===== config.mk =====
export PLATFORM = sky130hd
export DESIGN_NAME = abto_queue
export DESIGN_NICKNAME = d
export VERILOG_FILES = /design/src/hw/rtl/abto_queue.sv
export SDC_FILE = /design/constraint.sdc
export NUM_CORES = 1
export LEC_CHECK = 0
export ABC_AREA = 1
export BUFFER_PORTS_ARGS = -buffer_cell sky130_fd_sc_hd__buf_2
export CAP_MARGIN = 20
export CORE_UTILIZATION = 45
export DETAILED_ROUTE_END_ITERATION = 7
export PLACE_DENSITY_LB_ADDON = 0.25
export REMOVE_ABC_BUFFERS = 1
export SLEW_MARGIN = 10
export SYNTH_ARGS = -nofsm -noshare
export SYNTH_HDL_FRONTEND = slang
export SYNTH_SLANG_ARGS = --single-unit

===== constraint.sdc =====
create_clock -name clk -period 3.1 [get_ports clk]
set_clock_uncertainty 0.2 [all_clocks]
set_input_delay 0.465 -clock clk [delete_from_list [all_inputs] [get_ports clk]]
set_output_delay 0.465 -clock clk [all_outputs]
set_load 0.005 [all_outputs]

===== src/hw/rtl/abto_queue.sv =====
// ----------------------------------------------------------------------------
// abto_queue
// small first-in first-out queue between front and back
// ----------------------------------------------------------------------------
`default_nettype none

module abto_queue #(
  parameter int WIDTH = 8,
  parameter int DEPTH = 4
) (
  input  wire logic             clk,
  input  wire logic             rst_n,
  input  wire logic             push,
  input  wire logic [WIDTH-1:0] push_data,
  output logic                  full,
  input  wire logic             pop,
  output logic                  not_empty,
  output logic [WIDTH-1:0]      pop_data
);

  localparam int PW = $clog2(DEPTH);
  localparam int CW = $clog2(DEPTH + 1);

  logic [WIDTH-1:0] slot_r [DEPTH];
  logic [PW-1:0]    wr_ptr_r, wr_ptr_nxt;
  logic [PW-1:0]    rd_ptr_r, rd_ptr_nxt;
  logic [CW-1:0]    count_r, count_nxt;
  logic             do_push, do_pop;

  assign full      = (count_r == CW'(DEPTH));
  assign not_empty = (count_r != '0);
  assign do_push   = push && !full;
  assign do_pop    = pop && not_empty;
  assign pop_data  = slot_r[rd_ptr_r];

  always_comb begin
    wr_ptr_nxt = wr_ptr_r;
    rd_ptr_nxt = rd_ptr_r;
    count_nxt  = count_r;
    if (do_push) begin
      wr_ptr_nxt = (wr_ptr_r == PW'(DEPTH - 1)) ? '0 : wr_ptr_r + 1'b1;
    end
    if (do_pop) begin
      rd_ptr_nxt = (rd_ptr_r == PW'(DEPTH - 1)) ? '0 : rd_ptr_r + 1'b1;
    end
    if (do_push && !do_pop) begin
      count_nxt = count_r + 1'b1;
    end else if (do_pop && !do_push) begin
      count_nxt = count_r - 1'b1;
    end
  end

  always_ff @(posedge clk) begin
    if (!rst_n) begin
      wr_ptr_r <= '0;
      rd_ptr_r <= '0;
      count_r  <= '0;
    end else begin
      wr_ptr_r <= wr_ptr_nxt;
      rd_ptr_r <= rd_ptr_nxt;
      count_r  <= count_nxt;
    end
  end

  always_ff @(posedge clk) begin
    if (do_push) begin
      slot_r[wr_ptr_r] <= push_data;
    end
  end

endmodule

`default_nettype wire


==> impl_metrics.csv <==
group,metric,value,unit
global_route,track_usage,16.6,%
routing,wl_per_cell,13.4,µm
power,powerDensity,841,nW/µm²
critical_path,rrSetupSlack,0.98,ns
logic_synthesis,netlist_area,1690,µm²
clocking,clockBufferDepth,2,
logic_synthesis,syn_avg_cell_area,11.5,µm²
clocking,insertion_delay,0.28,ns
power,total_power,1.64,mW
routing,remaining_drc_errors,0,
sta,setup_tns,0,ns
place,hpwl,2.02,mm
clocking,htree_levels,2,
logic_synthesis,ys_ff_latch,41,
layout,multiInputGateArea,458,µm²
global_route,overflow,0,
floorplanning,fp.dieH,63.3,µm
global_route,grt_pass1_vias,1105,
sta,maxSlewHeadroom,43.3,%
critical_path,cp.arrival,1.52,ns
sta,grt_setup_unrepaired,"no",
clocking,clk_root_buffer_cell,"clkbuf_8",
logic_synthesis,yosys_warnings,0,
status,status,"finished clean",
logic_synthesis,synthCells,147,
floorplanning,row_count,21,
floorplanning,die-area,4000,µm²
critical_path,crit_type,"reg -> out",
place,place_area,1840,µm²
clocking,ctsResizeCount,0,
layout,seqCellArea,1140,µm²
power,netSwitchingFraction,32.1,%
layout,syn2layout_area_growth,15.1,%
min_path,hp-class,"in -> reg",
logic_synthesis,yosysUniqueCellTypes,18,
floorplanning,core-area,3470,µm²
clocking,cts_tree,"yes",
sta,fin_ws,0.910,ns
place,numPortBuffers,21,
clocking,cts_made_buffers,5,
place,pre_cts_slack,1.02,ns
sta,drv_slew,0,
critical_path,end_kind,"output pin",
sta,setup-violations-final,0,
sta,worstMarginPinSlew,0.847,ns
floorplanning,die_x,63.3,µm
layout,mostFrequentLayoutCells,"nor2_1 (33), edfxtp_1 (32), buf_2 (21)",
floorplanning,io_pins,22,
clocking,clk_pin_slew,0.08,ns
sta,hold_viol_final,0,
sta,clock.fmax,457,MHz
power,p_comb_share,29.2,%
layout,diodes,0,
critical_path,worstPathRequired,2.43,ns
power,p_int,1.11,mW
critical_path,cp-start-kind,"flop",
clocking,cts_setup_buffers,0,
layout,fin_nets,193,
sta,min_period_over_period,70.6,%
logic_synthesis,seq_area_frac_synth,67.6,%
global_route,antenna_found_initial,0,
routing,drtIter0Drc,61,
sta,fin_crit,2.19,ns
power,ir_drop,417,µV
routing,ant_nets,0,
layout,design_area,1940,µm²
floorplanning,start_util,48.7,%
power,power_frac_seq,45.7,%
clocking,cts_sinks,41,
critical_path,cp_max_fo,16,
clocking,ctsHoldBuffers,0,
place,place.gp.congestion,0.727,
global_route,grt_pass1_wl,4.95,mm
routing,first_pass_iters,4,
power,p_sw,524,µW
layout,layout_commonest_cell,"nor2_1",
power,leakage,0.787,nW
job,maxCapViolCount,0,
power,pwr-share-clk,25.1,%
layout,fillers,321,
routing,num_vias,1098,
routing,routed_wirelength,2.96,mm
global_route,grt_start_max_net_pins,17,
layout,final_layout_size_suffix_gt1_share,19.4,%
layout,fin_util,56.1,%
routing,drt-vias-per-instance,4.97,
-- worst max-delay path: stages, from the launching register on --
cell and delay, ns:
dfxtp_1 0.56, inv_2 0.23, o21ai_0 0.23, o22ai_1 0.09, buf_2 0.13
-- cell type report --
class | instances | share of cell area [%]
clock buffers | 6 | 3.73
clock inverters | 2 | 1.80
inverters | 18 | 3.47
multi-input cells | 86 | 23.6
flip-flops and latches | 41 | 58.7
well taps | 46 | 2.96
repair buffers | 22 | 5.79
-- sequential cells by signal (all words and copies together) (netlist names), named ones only --
register	flops
count_r	3
rd_ptr_r	2
slot_r	32
wr_ptr_r	2
-- synthesized netlist by cell type (all sizes together) --
cell type	instances	area share [%]
nand4	1	0.37
o22ai	8	3.0
nor2	33	7.3
buf	2	1.3
a21oi	2	0.59
nand3	1	0.30
fa	1	1.2
dfxtp	9	11
inv	18	4.0
o21ai	18	6.0
nand2	15	3.5
ha	6	4.4
edfxtp	32	57
nand3b	1	0.44
-- power by group through the flow --
stage / Sequential, mW / Combinational (mW) / Clock, mW
floorplan: 0.746 / 0.305 / 0
global placement: 0.754 / 0.450 / 0
detailed placement: 0.760 / 0.478 / 0
CTS: 0.748 / 0.483 / 0.420
global route: 0.757 / 0.551 / 0.446
finish: 0.747 / 0.478 / 0.411
-- final timing paths --
check | start | cells after the start | endpoint
worst min-delay path | push_data[1] | 1 | slot_r[1][1]
worst min register to register | count_r[0] | 2 | count_r[0]
worst max-delay path | flop | 4 | pop_data[3]
worst max register to register | count_r[1] | 13 | count_r[2]
-- layer usage --
layer	share of wire, %	vias to the layer above	track usage, %
met5	0	-	0
met4	0.64	0	5.97
met3	4.9	4	5.07
met2	51	29	28.5
met1	43	511	19.6
li1	-	554	-
-- per-stage QoR --
| stage | instances | hold WS (ns) |
|---|---|---|
| 4_1_cts | 221 | 0.180 |
| 3_5_place_dp | 213 | 0.322 |
| 6_report | 221 | 0.190 |
| 5_1_grt | 221 | 0.172 |
| 2_1_floorplan | 145 | 0.280 |
| 3_3_place_gp | 213 | 0.289 |
-- kinds of logic after synthesis --
| family | synth area share, % |
|---|---|
| buf+inv | 5.33 |
| compound gates | 9.56 |
| flops | 67.6 |
| simple gates | 11.9 |
| fa+ha+maj | 5.63 |
Note: power is estimated with default switching activity, not from simulation.
