==> src/hw/rtl/abto_pkg.sv <==
// ----------------------------------------------------------------------------
// abto_pkg
// types, constants and helpers of the alpha blend text overlay
// ----------------------------------------------------------------------------
`default_nettype none

package abto_pkg;

  localparam int STAMP_WORDS_DEF  = 8192;
  localparam int FRAME_WIDTH_DEF  = 256;
  localparam int FRAME_HEIGHT_DEF = 192;
  localparam int QUEUE_DEPTH      = 4;

  localparam logic [7:0] LUM_THRESHOLD = 8'd24;
  localparam logic [7:0] FULL_SCALE    = 8'd255;

  typedef enum logic {
    KIND_LOAD  = 1'b0,
    KIND_PIXEL = 1'b1
  } abto_kind_t;

  typedef enum logic [2:0] {
    REG_POS_X        = 3'd0,
    REG_POS_Y        = 3'd1,
    REG_SCALE        = 3'd2,
    REG_TINT_RGB     = 3'd3,
    REG_OPACITY      = 3'd4,
    REG_STAMP_WIDTH  = 3'd5,
    REG_STAMP_HEIGHT = 3'd6
  } abto_reg_t;

  typedef struct packed {
    logic [7:0]  pos_x;
    logic [7:0]  pos_y;
    logic [1:0]  scale;
    logic [23:0] tint_rgb;
    logic [7:0]  opacity;
    logic [8:0]  stamp_width;
    logic [7:0]  stamp_height;
  } abto_cfg_t;

  localparam abto_cfg_t CFG_RESET = '{
    pos_x:        8'd0,
    pos_y:        8'd0,
    scale:        2'd1,
    tint_rgb:     24'hFFFFFF,
    opacity:      8'd255,
    stamp_width:  9'd1,
    stamp_height: 8'd1
  };

  // hit: lookup inside stamp for a pixel, write allowed for a load
  typedef struct packed {
    abto_kind_t kind;
    logic       hit;
    logic [7:0] lum;
    logic [7:0] red;
    logic [7:0] green;
    logic [7:0] blue;
  } abto_item_t;

  // exact x / 255 for x up to 255 * 255
  function automatic logic [7:0] div255(input logic [15:0] x);
    logic [16:0] sum;
    sum = {1'b0, x} + {9'b0, x[15:8]} + 17'd1;
    return sum[15:8];
  endfunction

endpackage

`default_nettype wire

==> src/hw/rtl/abto_front.sv <==
// ----------------------------------------------------------------------------
// abto_front
// classifies requests and computes the stamp store address
// ----------------------------------------------------------------------------
`default_nettype none

module abto_front
  import abto_pkg::*;
#(
  parameter int STAMP_WORDS  = STAMP_WORDS_DEF,
  parameter int FRAME_WIDTH  = FRAME_WIDTH_DEF,
  parameter int FRAME_HEIGHT = FRAME_HEIGHT_DEF,
  parameter int ADDR_W       = $clog2(STAMP_WORDS)
) (
  input  wire abto_cfg_t    cfg,
  input  wire logic         kind,
  input  wire logic [12:0]  store_addr,
  input  wire logic [7:0]   store_lum,
  input  wire logic [7:0]   pix_x,
  input  wire logic [7:0]   pix_y,
  input  wire logic [7:0]   red_in,
  input  wire logic [7:0]   green_in,
  input  wire logic [7:0]   blue_in,
  output abto_item_t        item,
  output logic [ADDR_W-1:0] addr
);

  logic        sc2;
  logic        in_frame, ge_x, ge_y, dx_in, dy_in, in_store, ld_ok, hit;
  logic [7:0]  dx, dy, ux, uy;
  logic [9:0]  rect_w;
  logic [8:0]  rect_h;
  logic [16:0] lin;
  abto_kind_t  kind_e;

  assign kind_e   = abto_kind_t'(kind);
  assign sc2      = cfg.scale[1];
  assign in_frame = (32'(pix_x) < FRAME_WIDTH) && (32'(pix_y) < FRAME_HEIGHT);
  assign ge_x     = pix_x >= cfg.pos_x;
  assign ge_y     = pix_y >= cfg.pos_y;
  assign dx       = pix_x - cfg.pos_x;
  assign dy       = pix_y - cfg.pos_y;
  assign rect_w   = sc2 ? {cfg.stamp_width, 1'b0} : {1'b0, cfg.stamp_width};
  assign rect_h   = sc2 ? {cfg.stamp_height, 1'b0} : {1'b0, cfg.stamp_height};
  assign dx_in    = {2'b0, dx} < rect_w;
  assign dy_in    = {1'b0, dy} < rect_h;
  assign ux       = sc2 ? {1'b0, dx[7:1]} : dx;
  assign uy       = sc2 ? {1'b0, dy[7:1]} : dy;
  assign lin      = ({9'b0, uy} * {8'b0, cfg.stamp_width}) + {9'b0, ux};
  assign in_store = 32'(lin) < STAMP_WORDS;
  assign ld_ok    = 32'(store_addr) < STAMP_WORDS;
  assign hit      = in_frame && ge_x && ge_y && dx_in && dy_in && in_store;

  always_comb begin
    item.kind  = kind_e;
    item.hit   = (kind_e == KIND_PIXEL) ? hit : ld_ok;
    item.lum   = store_lum;
    item.red   = red_in;
    item.green = green_in;
    item.blue  = blue_in;
    addr       = (kind_e == KIND_PIXEL) ? ADDR_W'(lin) : ADDR_W'(store_addr);
  end

endmodule

`default_nettype wire

==> config.mk <==
export PLATFORM = sky130hd
export DESIGN_NAME = abto_front
export DESIGN_NICKNAME = d
export VERILOG_FILES = /design/src/hw/rtl/abto_pkg.sv /design/src/hw/rtl/abto_front.sv
export SDC_FILE = /design/constraint.sdc
export NUM_CORES = 1
export LEC_CHECK = 0
export BUFFER_PORTS_ARGS = -buffer_cell sky130_fd_sc_hd__buf_2
export CAP_MARGIN = 10
export CORE_MARGIN = 2
export CORE_UTILIZATION = 40
export DETAILED_ROUTE_END_ITERATION = 10
export PLACE_DENSITY = 0.69
export SYNTH_ARGS = -nofsm -noshare
export SYNTH_HDL_FRONTEND = slang
export SYNTH_SLANG_ARGS = --single-unit
==> constraint.sdc <==
create_clock -name vclk -period 14.35
set_input_delay 1.435 -clock vclk [all_inputs]
set_output_delay 1.435 -clock vclk [all_outputs]
set_load 0.01 [all_outputs]
==> metrics, run 1 <==
seq_cells=0; Starting Density=41.0%; Power Total=0.995 mW; Worst IR Drop VDD=229 uV; DRC viols=0; Layout area overhead=6.05%; RSZ-0062 raised after global routing=false; Hold WC Path Type=in -> out; multi-input logic area=3790 sq um; initial antenna violation count=0; Reg area=0 sq um; crit-path max cell delay=640 ps; largest net degree at the start of global routing=35; setup slack after layout=5110 ps; Worst Setup Start Kind=primary input; Global Route Usage Sum=17.6%; Worst Hold End=item[10]; worst-path cell chain=buf_2, inv_1, and2_1, a31oi_1, and2b_1, fa_1, inv_1, fa_1, inv_1, fa_1, fa_1, ha_1, a21oi_2, nor3b_2, a21oi_1, nor4_1, o211ai_2, o41ai_2, buf_2; max-cap violation count=0; top post-synthesis cells by area=fa_1 (24%), ha_1 (20%), inv_1 (7.6%); Antenna diodes=0; cell mode on critical path=fa_1; pre-CTS setup slack=5060 ps; Syn Nets=791; via count=3689; setup violators final=0; Resize count post-CTS=0; worst-margin pin slew=861 ps; die width=109 um; row count=38; clkbuf count=0; FILL cells=1097; proportion of layout cells with a drive suffix above 1=18.0%; dpl hpwl=8530 um; Post-Route Setup TNS=0 ps; fin crit share=64.4%; die height=109 um; Worst Hold Slack=2870 ps; Layout Utilization=43.5%; Hold Buf Count CTS=0; Worst Hold Launch=green_in[2]; Port-buffer cells=79; yosys warns=0; status=complete, no violations; fin crit period=9240 ps; Synth top cells by count=inv_1 (89), ha_1 (69), fa_1 (52), buf_4 (33), nand2_1 (33); leak pwr=2.50 nW; PD cells=212 nW/um^2; first-pass GRT wire length=17300 um; Fmax=108 MHz; Post-DRT Antenna Nets=0; Max transition margin=41.0%; Post CTS Setup Buffer Count=0; largest area contributor in the netlist=fa_1; DIE AREA=11900 sq um; CP max-delay cell=a31oi_1; Final Slew Violations=0; drt pass-1 iters=4; most common cell in the synthesized netlist=inv_1; worst hold stages=0; Worst EP required=12910 ps; Final #Nets=825; via/cell ratio=5.17; top-area cell type share of the netlist area=23.5%; WL/cell=13.7 um; endpoints failing hold=0; Crit. End Element=primary output; syn_area_per_cell=8.18 sq um; Mapped Area=4420 sq um; Ports=176; grt total ovfl=0; CP Class=in -> out; Worst Path Arrival=7810 ps; core footprint=10800 sq um; worst-path fanout max=34; initial DRC count=132; post-synth cell types=55; vias in the first global route=3933; sequential share of the synthesized area=0%; Total Routed Length=9790 um; GPL Wtd Cong=0.882; Mapped Cells=541
==> final cells by class <==
class,count,area share (%)
well taps,140,3.73
multi-input cells,405,80.7
repair buffers,79,8.43
inverters,89,7.12
==> per-layer routing <==
metal  vias up  GRT usage (%)  wire length [um]
met4         0           3.35               136
met5         -              0                 0
met3        12          0.658               483
li1       1831              -                 -
met1      1751           21.9              4200
met2        95           33.6              4970
==> report_power, final <==
group / internal, mW / switching (mW) / total [mW]
Combinational: 0.449 / 0.546 / 0.995
Sequential: 0 / 0 / 0
Clock: 0 / 0 / 0
==> worst max-delay path, delay by kind of cell <==
kind                       cells  cell delay, ps
and+or+nand+nor                4            1210
buffers and inverters          5            1420
adders and majority gates      5            2370
AOI/OAI and AO/OA              5            1370
==> how the worst max path moves through the flow <==
stage | start | to | slack (ps) | cells after the start
floorplan | pix_y[0] | item[32] | 6100 | 23
global placement | cfg[50] | item[32] | 5130 | 20
detailed placement | cfg[50] | item[32] | 5060 | 20
CTS | cfg[50] | item[32] | 5040 | 20
global route | cfg[50] | item[32] | 4540 | 20
finish | cfg[50] | item[32] | 5110 | 19
==> cell usage in the layout (no fill, tap or decap), types with 3 or more instances in the layout <==
| cell type | netlist | layout |
|---|---|---|
| nand4_1 | 11 | 11 |
| nor2_1 | 24 | 24 |
| and2b_1 | 5 | 5 |
| nor3b_1 | 3 | 3 |
| inv_1 | 89 | 89 |
| ha_1 | 69 | 69 |
| a21oi_1 | 22 | 22 |
| a211oi_1 | 3 | 3 |
| o21ai_0 | 14 | 14 |
| xnor2_1 | 9 | 9 |
| nor3_1 | 4 | 4 |
| nor2b_1 | 21 | 21 |
| fa_1 | 52 | 52 |
| nand3_1 | 11 | 11 |
| buf_2 | 2 | 79 |
| o21ai_2 | 3 | 3 |
| o21a_1 | 6 | 6 |
| nand2_1 | 33 | 33 |
| mux2_2 | 11 | 11 |
| xor2_1 | 8 | 8 |
| a21o_1 | 4 | 4 |
| nand2b_1 | 7 | 7 |
| mux2i_1 | 20 | 20 |
| a21boi_0 | 4 | 4 |
| and2_1 | 23 | 23 |
| and3_1 | 6 | 6 |
==> through the flow <==
step,instances,cell area [sq um]
after floorplan,541,4420
after global placement,713,4690
after detailed placement,713,4690
after CTS,713,4690
after global routing,713,4690
final,713,4690
==> cell families after synthesis <==
logic type | after synthesis | synth area share (%)
simple gates | 155 | 18.8
buf+inv | 136 | 14.4
fa+ha+maj | 121 | 43.0
compound gates | 80 | 12.7
mux | 31 | 7.32
xor+xnor | 18 | 3.73
Note: power is estimated with default switching activity, not from simulation.
==> run 2: changes to the inputs <==
--- a/config.mk
+++ b/config.mk
@@ -5,12 +5,13 @@
 export SDC_FILE = /design/constraint.sdc
 export NUM_CORES = 1
 export LEC_CHECK = 0
+export ABC_AREA = 1
 export BUFFER_PORTS_ARGS = -buffer_cell sky130_fd_sc_hd__buf_2
 export CAP_MARGIN = 10
 export CORE_MARGIN = 2
 export CORE_UTILIZATION = 40
 export DETAILED_ROUTE_END_ITERATION = 10
-export PLACE_DENSITY = 0.69
+export PLACE_DENSITY = 0.72
 export SYNTH_ARGS = -nofsm -noshare
 export SYNTH_HDL_FRONTEND = slang
 export SYNTH_SLANG_ARGS = --single-unit
==> constraint.sdc (replaced) <==
create_clock -name vclk -period 8.5
set_input_delay 0.85 -clock vclk [all_inputs]
set_output_delay 0.85 -clock vclk [all_outputs]
set_load 0.01 [all_outputs]
==> run 2 against run 1 <==
Synthesized cell count grew 24%. Critical endpoint unchanged. Design area grew 0.59%. Utilization grew 0.063 points. Sequential cell count is the same. Critical path type unchanged.
==> metrics, run 2 <==
Starting Density=40.8% (-0.15 points); most common cell in the synthesized netlist=nand2_1; Ports=176 (unchanged); Antenna diodes=0 (unchanged); status=complete, no violations; Global Route Usage Sum=17.1% (-0.48 points); Adder-Cell Fraction of Synth Area=43.0% (about the same); Post-Route Setup TNS=0 ps (unchanged); CP max-delay cell=fa_1; Crit. End Element=primary output; vias in the first global route=3997 (+1.6%); PD cells=359 nW/um^2 (+69%); Fmax=141 MHz; dpl hpwl=8200 um (-3.9%); simple-gate portion of the synthesized area=25.0% (+6.2 points); fin crit period=7110 ps; clkbuf count=0 (unchanged); Reg area=0 sq um (unchanged); GPL Wtd Cong=0.894 (+1.3%); worst-margin pin slew=783 ps (-78.3 ps); commonest non-fill, non-tap cell in the layout=nand2_1; syn_area_per_cell=6.62 sq um (-19%); Power Total=1.69 mW (+70%); WL/cell=11.0 um (-20%); Hold Buf Count CTS=0 (unchanged); Logic pwr share=100.0% (about the same); placed instance count=848 (+19%); multi-input logic area=3600 sq um (-5.0%); initial DRC count=193 (+46%); Layout area overhead=6.58%; Post CTS Setup Buffer Count=0 (unchanged); fin crit share=83.7%; Syn Nets=919 (+16%); Worst Setup Start Kind=primary input; Total Routed Length=9310 um (-4.9%); sequential share of the synthesized area=0% (unchanged); max-cap violation count=0 (unchanged); post-synthesis mux area share=0.904% (-6.4 points); net load switching power=1.01 mW (+86%); leak pwr=2.89 nW (+15%); endpoints failing hold=0 (unchanged); grt total ovfl=0 (unchanged); Worst IR Drop VDD=205 uV (-10%); top-area cell type share of the netlist area=23.5% (about the same); largest net degree at the start of global routing=39 (+11%); Mapped Cells=669 (+24%); Max transition margin=47.8% (+6.8 points); Post-DRT Antenna Nets=0 (unchanged); Non-Filler Instances=848 (+19%); WL met3=460 um (-4.8%); crit-path max cell delay=540 ps (-100 ps); clock network power share=0% (unchanged); first-pass GRT wire length=16900 um (-2.2%); Synth top cells by count=nand2_1 (152), inv_1 (145), ha_1 (69), nor2_1 (65), fa_1 (52); Hold WC Path Type=in -> out; post-synth cell types=32 (-42%); Worst EP required=7650 ps (-5260 ps); Compound-Gate Fraction of Synth Area=9.13% (-3.5 points); Power Internal=0.680 mW (+51%); Final Slew Violations=0 (unchanged); Max Used Layer=met4; Final #Nets=960 (+16%); largest area contributor in the netlist=fa_1; setup violators final=0 (unchanged); largest family of logic cells by synthesized area=adder cells; Resize count post-CTS=0 (unchanged); Worst Path Arrival=6260 ps (-1550 ps); Reg power frac=0% (unchanged); via/cell ratio=4.74 (-8.5%); yosys warns=0 (unchanged); drt pass-1 iters=4 (unchanged); FILL cells=1153 (+5.1%); proportion of layout cells with a drive suffix above 1=13.6% (-4.4 points); worst-path fanout max=6 (-82%); met1 wire length=4390 um (+4.5%); met2 routed WL=4420 um (-11%); initial antenna violation count=0 (unchanged); DRC viols=0 (unchanged); via count=4016 (+8.9%); DIE AREA=11900 sq um (about the same); seq_cells=0 (unchanged); core footprint=10800 sq um (+0.44%); CP Class=in -> out; top post-synthesis cells by area=fa_1 (24%), ha_1 (19%), nand2_1 (13%); die width=109 um (about the same); Sw Share=59.8% (+5.0 points); RSZ-0062 raised after global routing=false; row count=38 (unchanged); die height=109 um (about the same); Mapped Area=4430 sq um (about the same); Port-buffer cells=79 (unchanged); Post-Synth XOR/XNOR Area=3.16% (-0.57 points); most frequent cells in the layout=nand2_1 (152), inv_1 (145), buf_2 (79), ha_1 (69), nor2_1 (65)
run 2: final cells by class:
cell class                 instances  area share (%)
tap                              140            3.71
timing repair buffer              80            8.54
inverter                         145            11.5
multi-input combinational        483            76.2
run 2: path summary, 6_finish.rpt:
path	from	depth (start not counted)	to	slack, ps
setup / recovery	pix_y[0]	29	item[32]	1390
hold / removal	green_in[2]	0	item[10]	1700
run 2: kinds of logic (layout without fill, tap and decap cells):
group           after synthesis  after routing
buf+inv                     186            225
xor+xnor                     16             16
compound gates               72             72
fa+ha+maj                   121            121
simple gates                270            270
mux                           4              4
run 2: metrics by stage:
step                      hold slack (ps)  utilization [%]  worst slack, ps  cell area [sq um]
after global routing                 1700             43.5              918               4720
after global placement               1700             43.5             1470               4720
after detailed placement             1700             43.5             1400               4720
after CTS                            1700             43.5             1380               4720
final                                1700             43.5             1390               4720
after floorplan                      1770                -             2010               4430
run 2: critical path: cells and delay by family:
family                   cells  cell delay, ps
AO/OA/AOI/OAI                3             520
XOR/XNOR                     1             260
adder cells (fa/ha/maj)      7            2990
buffers and inverters        7             470
AND/OR/NAND/NOR             11            1160
run 2: power by group through the flow:
stage	Sequential (mW)	Combinational [mW]	Clock, mW
floorplan	0	1.32	0
global placement	0	1.68	0
detailed placement	0	1.70	0
CTS	0	1.71	0
global route	0	2.03	0
finish	0	1.69	0
run 2: per-layer routing:
layer,vias to the layer above,track usage (%)
li1,2104,-
met1,1839,22.8
met2,69,31.2
met3,4,1.43
met4,0,1.27
met5,-,0
